[config.mk]
export PLATFORM = sky130hd
export DESIGN_NAME = ppt_ctrl
export DESIGN_NICKNAME = d
export VERILOG_FILES = /design/src/sv/ppt_pkg.sv /design/src/sv/ppt_ctrl.sv
export SDC_FILE = /design/constraint.sdc
export NUM_CORES = 1
export LEC_CHECK = 0
export ABC_AREA = 1
export BUFFER_PORTS_ARGS = -buffer_cell sky130_fd_sc_hd__buf_2
export CORE_AREA = 2 2 39 41
export DETAILED_ROUTE_END_ITERATION = 7
export DIE_AREA = 0 0 41 43
export PLACE_DENSITY = 0.49
export SLEW_MARGIN = 5
export SYNTH_ARGS = -nofsm -noshare
export SYNTH_HDL_FRONTEND = slang
export SYNTH_SLANG_ARGS = --single-unit
[constraint.sdc]
create_clock -name clk -period 3.6 [get_ports clk]
set_input_delay 0.18 -clock clk [delete_from_list [all_inputs] [get_ports clk]]
set_output_delay 0.18 -clock clk [all_outputs]
set_load 0.05 [all_outputs]
[src/sv/ppt_pkg.sv]
// Package with the shared constants, codes and types of the point-in-polygon tester.
`default_nettype none
package ppt_pkg;

  localparam int MAX_VERTICES = 256;
  localparam int COORD_BITS   = 24;
  localparam int ADDR_W       = $clog2(MAX_VERTICES);
  localparam int CNT_W        = $clog2(MAX_VERTICES + 1);
  // Differences of two coordinates need one more bit, their products twice that.
  localparam int DIFF_W       = COORD_BITS + 1;
  localparam int PROD_W       = 2 * DIFF_W;

  localparam logic [1:0] OP_CLEAR  = 2'd0;
  localparam logic [1:0] OP_APPEND = 2'd1;
  localparam logic [1:0] OP_QUERY  = 2'd2;

  typedef enum logic [1:0] {
    ST_IDLE,
    ST_SCAN,
    ST_DRAIN,
    ST_FINISH
  } ppt_state_t;

  typedef struct packed {
    logic accept;
    logic start_scan;
    logic issue;
    logic out_load;
  } ppt_cmd_t;

  typedef struct packed {
    logic count_zero;
    logic scan_last;
    logic pipe_busy;
  } ppt_stat_t;

endpackage
`default_nettype wire

[src/sv/ppt_ctrl.sv]
// Controller state machine: sequences item acceptance, the edge scan and result hand-off.
`default_nettype none
module ppt_ctrl (
  input  wire logic               clk,
  input  wire logic               rst_n,
  input  wire logic               in_valid,
  input  wire logic [1:0]         in_operation,
  output logic                    in_ready,
  output logic                    out_valid,
  input  wire logic               out_ready,
  input  wire ppt_pkg::ppt_stat_t stat,
  output ppt_pkg::ppt_cmd_t       cmd
);
  import ppt_pkg::*;

  ppt_state_t state_r, state_nxt;
  logic       out_valid_r, out_valid_nxt;

  always_ff @(posedge clk) begin
    if (!rst_n) begin
      state_r     <= ST_IDLE;
      out_valid_r <= 1'b0;
    end else begin
      state_r     <= state_nxt;
      out_valid_r <= out_valid_nxt;
    end
  end

  always_comb begin
    state_nxt = state_r;
    cmd       = '0;
    in_ready  = 1'b0;
    case (state_r)
      ST_IDLE: begin
        in_ready = 1'b1;
        if (in_valid) begin
          cmd.accept = 1'b1;
          if (in_operation == OP_QUERY && !stat.count_zero) begin
            cmd.start_scan = 1'b1;
            state_nxt      = ST_SCAN;
          end else begin
            state_nxt = ST_FINISH;
          end
        end
      end
      ST_SCAN: begin
        cmd.issue = 1'b1;
        if (stat.scan_last) begin
          state_nxt = ST_DRAIN;
        end
      end
      ST_DRAIN: begin
        if (!stat.pipe_busy) begin
          state_nxt = ST_FINISH;
        end
      end
      ST_FINISH: begin
        if (!out_valid_r || out_ready) begin
          cmd.out_load = 1'b1;
          state_nxt    = ST_IDLE;
        end
      end
      default: begin
        state_nxt = ST_IDLE;
      end
    endcase

    // A waiting result leaves on its transfer unless a new one replaces it.
    if (cmd.out_load) begin
      out_valid_nxt = 1'b1;
    end else if (out_ready) begin
      out_valid_nxt = 1'b0;
    end else begin
      out_valid_nxt = out_valid_r;
    end
  end

  assign out_valid = out_valid_r;

  a_idle_pipe_empty: assert property (@(posedge clk) disable iff (!rst_n)
    (state_r == ST_IDLE) |-> !stat.pipe_busy)
    else $error("edge pipeline still busy while idle");

  a_last_read_once: assert property (@(posedge clk) disable iff (!rst_n)
    (cmd.issue && stat.scan_last) |=> !cmd.issue)
    else $error("vertex reads continue past the closing edge");

  a_accept_leaves_idle: assert property (@(posedge clk) disable iff (!rst_n)
    cmd.accept |=> (state_r != ST_IDLE))
    else $error("second item taken before the first is finished");

  a_load_shows_result: assert property (@(posedge clk) disable iff (!rst_n)
    cmd.out_load |=> out_valid_r)
    else $error("loaded result not offered");

endmodule
`default_nettype wire

==> summary.md, run 1 <==
| Metric | Value |
|---|---|
| Run status | `finished, final reports clean` |
| # DRC | `0` |
| Via count | `296` |
| Final setup margin | `2.094 ns` |
| Clock skew | `0.005019 ns` |
| Critical Path Source Type | `register` |
| Setup crit end kind | `output pin` |
| Hold Path Class | `in -> reg` |
| Post-route ant nets | `0` |
| Synth cell types | `15` |
| Fin Hold WS | `0.1835 ns` |
| Mean Syn Cell Area | `6.853 um^2` |
| First-pass GRT wire length | `938 um` |
| Max cap viols | `0` |
| Hold buffers post-CTS | `0` |
| Clock slew at reported path FFs | `0.04 ns` |
| Starting Density | `21.79%` |
| Post-Syn Area | `301.5 um^2` |
| Clock Root Buffer | `clkbuf_4` |
| Placement Setup Slack | `2.342 ns` |
| Relative slew margins | `83.33%` |
| Leak pwr | `0.2444 nW` |
| Area of the core | `1384 um^2` |
| Critical path class | `reg -> out` |
| Pin count of the biggest net entering global routing | `5` |
| Fill cell count | `165` |
| Layout area overhead | `36.10%` |
| Worst-Skew Late Latency | `0.24 ns` |
| Max Fclk | `664.1 MHz` |
| H-tree depth | `1` |
| Synth top area share | `20.75%` |
| Post-detail-place hpwl | `490.9 um` |
| Final Cycle Share | `41.83%` |
| Drt total wl | `571 um` |
| Final Hold Fails | `0` |
| Register area share after synthesis | `19.92%` |
| Number of CTS-inserted buffers | `3` |
| GRT Total Usage | `8.526%` |
| Yosys reg bits | `3` |
| Vias in the first global route | `272` |
| CTS-repair resized insts | `0` |
| Worst-Margin Slew | `0.2517 ns` |
| Worst vdd ir | `0.2024 mV` |
| CP cell instances | `inv_1, ha_1, nand2_1, nor2_1, buf_2` |
| Vias/cell | `3.844` |
| FF+latch area | `60.06 um^2` |
| Max incr delay on CP | `0.33 ns` |
| Post-CTS Setup Repair Bufs | `0` |
| Syn Nets | `58` |
| Largest area contributor in the netlist | `ha_1` |
| Routed WL per cell | `7.416 um` |
| Area contributors post-synth | `ha_1 (21%), dfxtp_1 (20%), nand2_1 (11%)` |
| Max Fanout on Critical Path | `4` |
| Pwr dens | `883.6 nW/um^2` |
| Critical Path AT | `1.33 ns` |
| Final setup TNS | `0 ns` |
| Die Span X | `41 um` |
| Clk sink count | `3` |
| Final Critical Period | `1.506 ns` |
| DR iter-0 viols | `2` |
| IO Port Bufs | `14` |
| Area of the multi-input gates | `200.2 um^2` |
| Total Nets Final | `76` |
| CTS tree | `built` |
| Number of setup violations in the final report | `0` |
| Worst Path Required | `3.42 ns` |
| Rows | `14` |
| IO Count | `15` |
| Clock Path Buffers | `2` |
| Grt ovf | `0` |
| Diode count | `0` |
| Unrepaired setup endpoints after global routing | `no` |
| Post-Syn Instances | `44` |
| GP Congestion | `0.6379` |
| Initial antenna violation count | `0` |
| Share of cells above drive strength 1 | `42.62%` |
| Yosys synthesis warning count | `0` |
| CP max stage cell | `dfxtp_1` |
| Die ar. | `1763 um^2` |
| DIE HEIGHT | `43 um` |
| Pre-antenna DRT Iters | `2` |
| Final Max Tran Viols | `0` |
-- cells by family after synthesis --
family,Yosys count,synth area share [%]
and+or+nand+nor,23,37.76
buffers and inverters,10,13.69
adders and majority gates,5,20.75
AOI/OAI and AO/OA,3,7.883
DFF,3,19.92
-- layer usage --
metal,global-route usage [%],part of all wire [%],vias to the layer above
li1,-,-,166
met1,7.372,38,125
met2,12.81,57,3
met3,3.141,1.2,2
met4,10.00,3.0,0
met5,0,0,-
-- registers in the layout, indices dropped and copies added (netlist names) --
register and flops:
state_r 2, out_valid 1
-- report_power, final --
part	switching [mW]	total [mW]	internal, mW	leakage, nW
clock	0.0207	0.0624	0.0417	0.0150
sequential	0.0127	0.0589	0.0462	0.0248
combinational	0.166	0.241	0.0756	0.205
-- cell usage after synthesis, drive strengths merged --
master and instances:
nand3b 1, o21bai 1, dfxtp 3, nand4 1, a21oi 1, nand2 13, buf 1, a21boi 1
nand3 1, nor2 7, inv 9, ha 5
-- through the flow --
stage	util (%)	area, um^2	power (mW)	std cells
after floorplan	-	301.5	0.2651	44
after global placement	27.76	384.1	0.3049	73
after detailed placement	27.76	384.1	0.3043	73
after CTS	29.66	410.4	0.3690	77
after global routing	29.66	410.4	0.3948	77
final	29.66	410.4	0.3626	77
-- critical path, delay by kind of cell, from the launching register on --
kind | cells | cell delay [ns]
flops | 1 | 0.33
simple gates | 2 | 0.17
buf+inv | 2 | 0.37
fa+ha+maj | 1 | 0.20
-- cell usage in the layout (no fill, tap or decap) --
master and instances:
a21boi_0 1, nand3b_1 1, o21bai_2 1, nand3_2 1, clkbuf_4 3, nand2_1 9, buf_2 14, nor2_1 5
ha_1 5, dfxtp_1 3, nand4_1 1, nor2_2 2, clkbuf_1 1, a21oi_1 1, inv_2 1, inv_1 8
nand2_2 4
-- path summary, 6_finish.rpt --
check,start,to,depth (start not counted),slack (ns)
worst max-delay path,state_r[0],cmd[2],5,2.09
worst min register to register,out_valid,out_valid,2,0.51
worst max register to register,state_r[0],state_r[0],8,2.35
worst min-delay path,rst_n,state_r[1],3,0.18
-- area by class of cell --
class	instances	share of cell area, %
Clock buffer	4	6.402
Inverter	9	8.232
Multi-Input combinational cell	31	48.78
Tap cell	16	4.878
Timing Repair Buffer	14	17.07
Sequential cell	3	14.63
No activity file was read; power rests on OpenSTA's default activity.
==> inputs of run 2 (changes only) <==
Settings changed: PLACE_DENSITY 0.49 to 0.51.
Clock period 3.6 ns to 1.3 ns, I/O delays scaled along.
==> run 2 against run 1 <==
- non-clock buffer count stayed put
- register-to-register slack worse by 2.2 ns
- wire length is 0.18% lower
- critical path type unchanged
- largest cell class unchanged
- largest power group unchanged
==> summary.md, run 2 (synthesis gave the netlist of run 1 again) <==
| Metric | Value |
|---|---|
| Placement Setup Slack | `0.08026 ns (-2.262 ns)` |
| Pre-antenna DRT Iters | `4 (+2)` |
| Worst vdd ir | `0.5919 mV (+190%)` |
| Most flop-heavy register | `state_r` |
| Most common cell after layout, fill and taps aside | `buf_2` |
| Relative slew margins | `83.67% (+0.34 points)` |
| Critical Path AT | `1.16 ns (-0.17 ns)` |
| Post-detail-place hpwl | `501 um (+2.1%)` |
| Pin count of the biggest net entering global routing | `5 (unchanged)` |
| GRT Total Usage | `8.617% (+0.092 points)` |
| Drt total wl | `570 um (-0.18%)` |
| Final Max Tran Viols | `0 (unchanged)` |
| Max Fclk | `817.4 MHz` |
| Worst-Skew Late Latency | `0.23 ns (about the same)` |
| Max Fanout on Critical Path | `4 (unchanged)` |
| Die ar. | `1763 um^2 (unchanged)` |
| Layout area overhead | `48.13%` |
| Max cap viols | `0 (unchanged)` |
| DIE HEIGHT | `43 um (unchanged)` |
| CTS tree | `built` |
| Hold Path Class | `in -> reg` |
| Rows | `14 (unchanged)` |
| Clock Path Buffers | `2 (unchanged)` |
| Clk sink count | `3 (unchanged)` |
| Worst Path Required | `1.24 ns (-2.18 ns)` |
| Area of the multi-input gates | `222.7 um^2 (+11%)` |
| Total Nets Final | `76 (unchanged)` |
| Diode count | `0 (unchanged)` |
| Setup crit end kind | `output pin` |
| Final Critical Period | `1.223 ns` |
| Number of CTS-inserted buffers | `3 (unchanged)` |
| Die Span X | `41 um (unchanged)` |
| Max reg flops | `2 (unchanged)` |
| Run status | `finished, final reports clean` |
| Critical Path Source Type | `register` |
| Fin cells | `77 (unchanged)` |
| Area of the core | `1384 um^2 (unchanged)` |
| IO Port Bufs | `14 (unchanged)` |
| Tot Pwr | `1.066 mW (+190%)` |
| Vias in the first global route | `286 (+5.1%)` |
| # DRC | `0 (unchanged)` |
| Clock skew | `0.002685 ns (-0.002334 ns)` |
| GP Congestion | `0.6701 (+5.0%)` |
| DR iter-0 viols | `1 (-1)` |
| Via count | `297 (+0.34%)` |
| Final Hold Fails | `0 (unchanged)` |
| Fill cell count | `163 (-1.2%)` |
| Final setup TNS | `0 ns (unchanged)` |
| Final Core Density | `32.28% (+2.6 points)` |
| Initial antenna violation count | `0 (unchanged)` |
| Post-route ant nets | `0 (unchanged)` |
| Final setup margin | `0.07662 ns (-2.018 ns)` |
| First-pass GRT wire length | `986 um (+5.1%)` |
| Post-CTS Setup Repair Bufs | `0 (unchanged)` |
| Pwr dens | `2387 nW/um^2 (+170%)` |
| H-tree depth | `1 (unchanged)` |
| Grt ovf | `0 (unchanged)` |
| Clock Root Buffer | `clkbuf_4` |
| Most frequent cells in the layout | `buf_2 (11), nand2_1 (9), inv_1 (6)` |
| FF+latch area | `62.56 um^2 (+4.2%)` |
| Worst-Margin Slew | `0.2466 ns (-0.005099 ns)` |
| Share of cells above drive strength 1 | `54.10% (+11 points)` |
| Placed cell count | `73 (unchanged)` |
| Leak pwr | `0.2447 nW (about the same)` |
| Vias/cell | `3.857 (+0.34%)` |
| Number of setup violations in the final report | `0 (unchanged)` |
| Starting Density | `21.79% (unchanged)` |
| Routed WL per cell | `7.403 um (-0.18%)` |
| Unrepaired setup endpoints after global routing | `no` |
| IO Count | `15 (unchanged)` |
| Clock slew at reported path FFs | `0.03 ns (about the same)` |
| Critical path class | `reg -> out` |
| Final Cycle Share | `94.11%` |
-- run 2: repair_timing --
action / in CTS / in global routing
gates resized for setup: 8 / 1
hold buffers: 0 / 0
endpoints found under the setup margin: 3 / 2
gates cloned: 0 / 0
-- run 2: critical path, cell delays in order (launching register included) --
cell	delay, ns
dfxtp_2	0.33
inv_2	0.09
ha_4	0.15
nand2_1	0.09
nor2_4	0.12
buf_6	0.16
-- run 2: metal layers --
metal	vias to the layer above	global-route usage, %	wire length [um]
met3	0	3.141	7
met5	-	0	0
met2	1	14.06	335
li1	163	-	-
met4	0	8.000	0
met1	133	7.348	227
-- run 2: cell type report --
type                            count  share of cell area (%)
Multi-Input combinational cell     31                   49.86
Sequential cell                     3                   14.01
Inverter                            9                   7.563
Timing Repair Buffer               14                   18.21
Tap cell                           16                   4.482
Clock buffer                        4                   5.882
-- run 2: path summary, 6_finish.rpt --
check | from | endpoint | slack (ns) | cells after the start
setup / recovery | state_r[0] | cmd[2] | 0.08 | 5
hold / removal | rst_n | state_r[1] | 0.08 | 3
setup reg to reg | state_r[0] | state_r[0] | 0.14 | 8
hold reg to reg | out_valid | out_valid | 0.51 | 2
-- run 2: through the flow --
step                hold WS [ns]  area, um^2
floorplan                 0.1854       314.1
global route             0.09199       446.7
global placement          0.3332       396.6
finish                   0.08030       446.7
CTS                      0.08008       445.4
detailed placement        0.3276       396.6
-- run 2: power by group --
part / leakage [nW] / internal (mW) / switching (mW) / total, mW
registers: 0.0253 / 0.135 / 0.0403 / 0.175
logic: 0.204 / 0.252 / 0.479 / 0.731
clock network: 0.0150 / 0.115 / 0.0450 / 0.160
==> inputs of run 3 (changes only) <==
Clock period 1.3 ns to 1 ns, I/O delays scaled along.
==> run 3 against run 2 <==
- the run now ends with setup timing left
- sequential power grew 62%
- register-to-register slack lost 0.29 ns
- final cell count grew 1.3%
- non-clock buffer count grew 1
- worst setup slack lost 0.27 ns
- worst hold slack lost 0.015 ns
- core utilization grew 6.3 points
- critical path type unchanged
- die area is the same
==> summary.md, run 3 (synthesis gave the netlist of run 1 again) <==
| Metric | Value |
|---|---|
| Final setup TNS | `-1.058 ns (-1.058 ns)` |
| Drt total wl | `597 um (+4.7%)` |
| Most common cell after layout, fill and taps aside | `buf_2` |
| Clk sink count | `3 (unchanged)` |
| Grt ovf | `0 (unchanged)` |
| Design area | `534.3 um^2 (+20%)` |
| First-pass GRT wire length | `1.014 mm (+2.8%)` |
| Post-detail-place hpwl | `503.1 um (+0.42%)` |
| Pin count of the biggest net entering global routing | `5 (unchanged)` |
| IO Count | `15 (unchanged)` |
| Hold Path Class | `in -> reg` |
| Most frequent cells in the layout | `buf_2 (10), nand2_1 (7), nand2_2 (5)` |
| DIE HEIGHT | `43 um (unchanged)` |
| Critical Path Source Type | `register` |
| Max Fanout on Critical Path | `4 (unchanged)` |
| Max Fclk | `834.8 MHz` |
| Relative slew margins | `83.58% (-0.093 points)` |
| Critical Path AT | `1.15 ns (about the same)` |
| Starting Density | `21.79% (unchanged)` |
| Violated checks | `setup timing` |
| Worst Path Required | `0.95 ns (-0.29 ns)` |
| Pwr dens | `3128 nW/um^2 (+31%)` |
| Fill cell count | `148 (-9.2%)` |
| Vias/cell | `3.795 (-1.6%)` |
| Die ar. | `1763 um^2 (unchanged)` |
| Worst-Margin Slew | `0.2480 ns (+0.001402 ns)` |
| Final Max Tran Viols | `0 (unchanged)` |
| Total Nets Final | `77 (+1.3%)` |
| Post-route ant nets | `0 (unchanged)` |
| Final setup margin | `-0.1978 ns (-0.2745 ns)` |
| Hold buffers post-CTS | `0 (unchanged)` |
| Fin Hold WS | `0.06519 ns (-0.01511 ns)` |
| Worst vdd ir | `0.8209 mV (+39%)` |
| Initial antenna violation count | `0 (unchanged)` |
| Die Span X | `41 um (unchanged)` |
| Setup crit end kind | `output pin` |
| Clock Root Buffer | `clkbuf_4` |
| GRT Total Usage | `8.317% (-0.30 points)` |
| H-tree depth | `1 (unchanged)` |
| Post-CTS Setup Repair Bufs | `0 (unchanged)` |
| Run status | `finished with violations` |
| Final Critical Period | `1.198 ns` |
| Via count | `296 (-0.34%)` |
| Max reg flops | `2 (unchanged)` |
| Routed WL per cell | `7.654 um (+3.4%)` |
| IO Port Bufs | `14 (unchanged)` |
| Final Core Density | `38.61% (+6.3 points)` |
| DR iter-0 viols | `0 (-1)` |
| Critical path class | `reg -> out` |
| CTS tree | `built` |
| Post-DP Area | `449.2 um^2 (+13%)` |
| Diode count | `0 (unchanged)` |
| Clock skew | `0.003623 ns (+0.0009381 ns)` |
| Vias in the first global route | `272 (-4.9%)` |
| # DRC | `0 (unchanged)` |
| Rows | `14 (unchanged)` |
| Max cap viols | `0 (unchanged)` |
| GP Congestion | `0.6376 (-4.9%)` |
| Clock Path Buffers | `2 (unchanged)` |
| Pre-antenna DRT Iters | `1 (-3)` |
| Leak pwr | `0.2575 nW (+5.2%)` |
| Final Hold Fails | `0 (unchanged)` |
| Final Cycle Share | `119.8%` |
| Clock slew at reported path FFs | `0.04 ns (about the same)` |
| Unrepaired setup endpoints after global routing | `yes` |
| Number of setup violations in the final report | `7 (+7)` |
| Layout area overhead | `77.18%` |
| Worst-Skew Late Latency | `0.23 ns (about the same)` |
| Most flop-heavy register | `state_r` |
| Share of cells above drive strength 1 | `66.13% (+12 points)` |
| Number of CTS-inserted buffers | `3 (unchanged)` |
| Area of the core | `1384 um^2 (unchanged)` |
==> run 3: worst max-delay path, cell delays in order (launching register included) <==
cell and delay, ns:
dfxtp_4 0.38, inv_4 0.05, ha_4 0.17, nand2_4 0.08, clkinvlp_4 0.08, buf_8 0.15
==> run 3: path summary, 6_finish.rpt <==
| check | startpoint | end | slack, ns | cells past startpoint |
|---|---|---|---|---|
| max | state_r[0] | cmd[3] | -0.20 | 5 |
| max reg2reg | state_r[0] | state_r[0] | -0.15 | 8 |
| min | rst_n | state_r[1] | 0.07 | 3 |
| min reg2reg | out_valid | out_valid | 0.52 | 2 |
==> run 3: per-layer routing <==
metal | vias up | part of all wire (%) | track usage [%]
li1 | 167 | - | -
met1 | 119 | 47 | 10.54
met2 | 8 | 46 | 12.81
met3 | 2 | 4.2 | 0
met4 | 0 | 3.0 | 6.000
met5 | - | 0 | 0
==> run 3: area by class of cell <==
cell class	instances	area (um^2)	area share [%]
Multi-Input combinational cell	31	259.0	48.48
Timing Repair Buffer	15	117.6	22.01
Sequential cell	3	68.82	12.88
Inverter	9	42.54	7.963
Clock buffer	4	26.28	4.918
Tap cell	16	20.02	3.747
==> run 3: where the power goes <==
group,total [mW],switching (mW),leakage [nW],internal (mW)
clock,0.215,0.0653,0.0150,0.150
sequential,0.284,0.0924,0.0264,0.192
combinational,1.17,0.689,0.216,0.483
==> run 3: stage by stage <==
| stage | instances | total power [mW] | setup slack, ns |
|---|---|---|---|
| 6_report | 78 | 1.671 | -0.1978 |
| 5_1_grt | 78 | 1.811 | -0.2405 |
| 4_1_cts | 78 | 1.645 | -0.2154 |
| 3_5_place_dp | 74 | 1.313 | -0.1280 |
| 3_3_place_gp | 74 | 1.312 | -0.1259 |
| 2_1_floorplan | 44 | 1.172 | -0.1172 |
==> run 3: what timing repair did <==
| item | in CTS | in global routing |
|---|---|---|
| pin swaps | 1 | 2 |
| gates resized for setup | 13 | 4 |
| endpoints found under the setup margin | 7 | 7 |
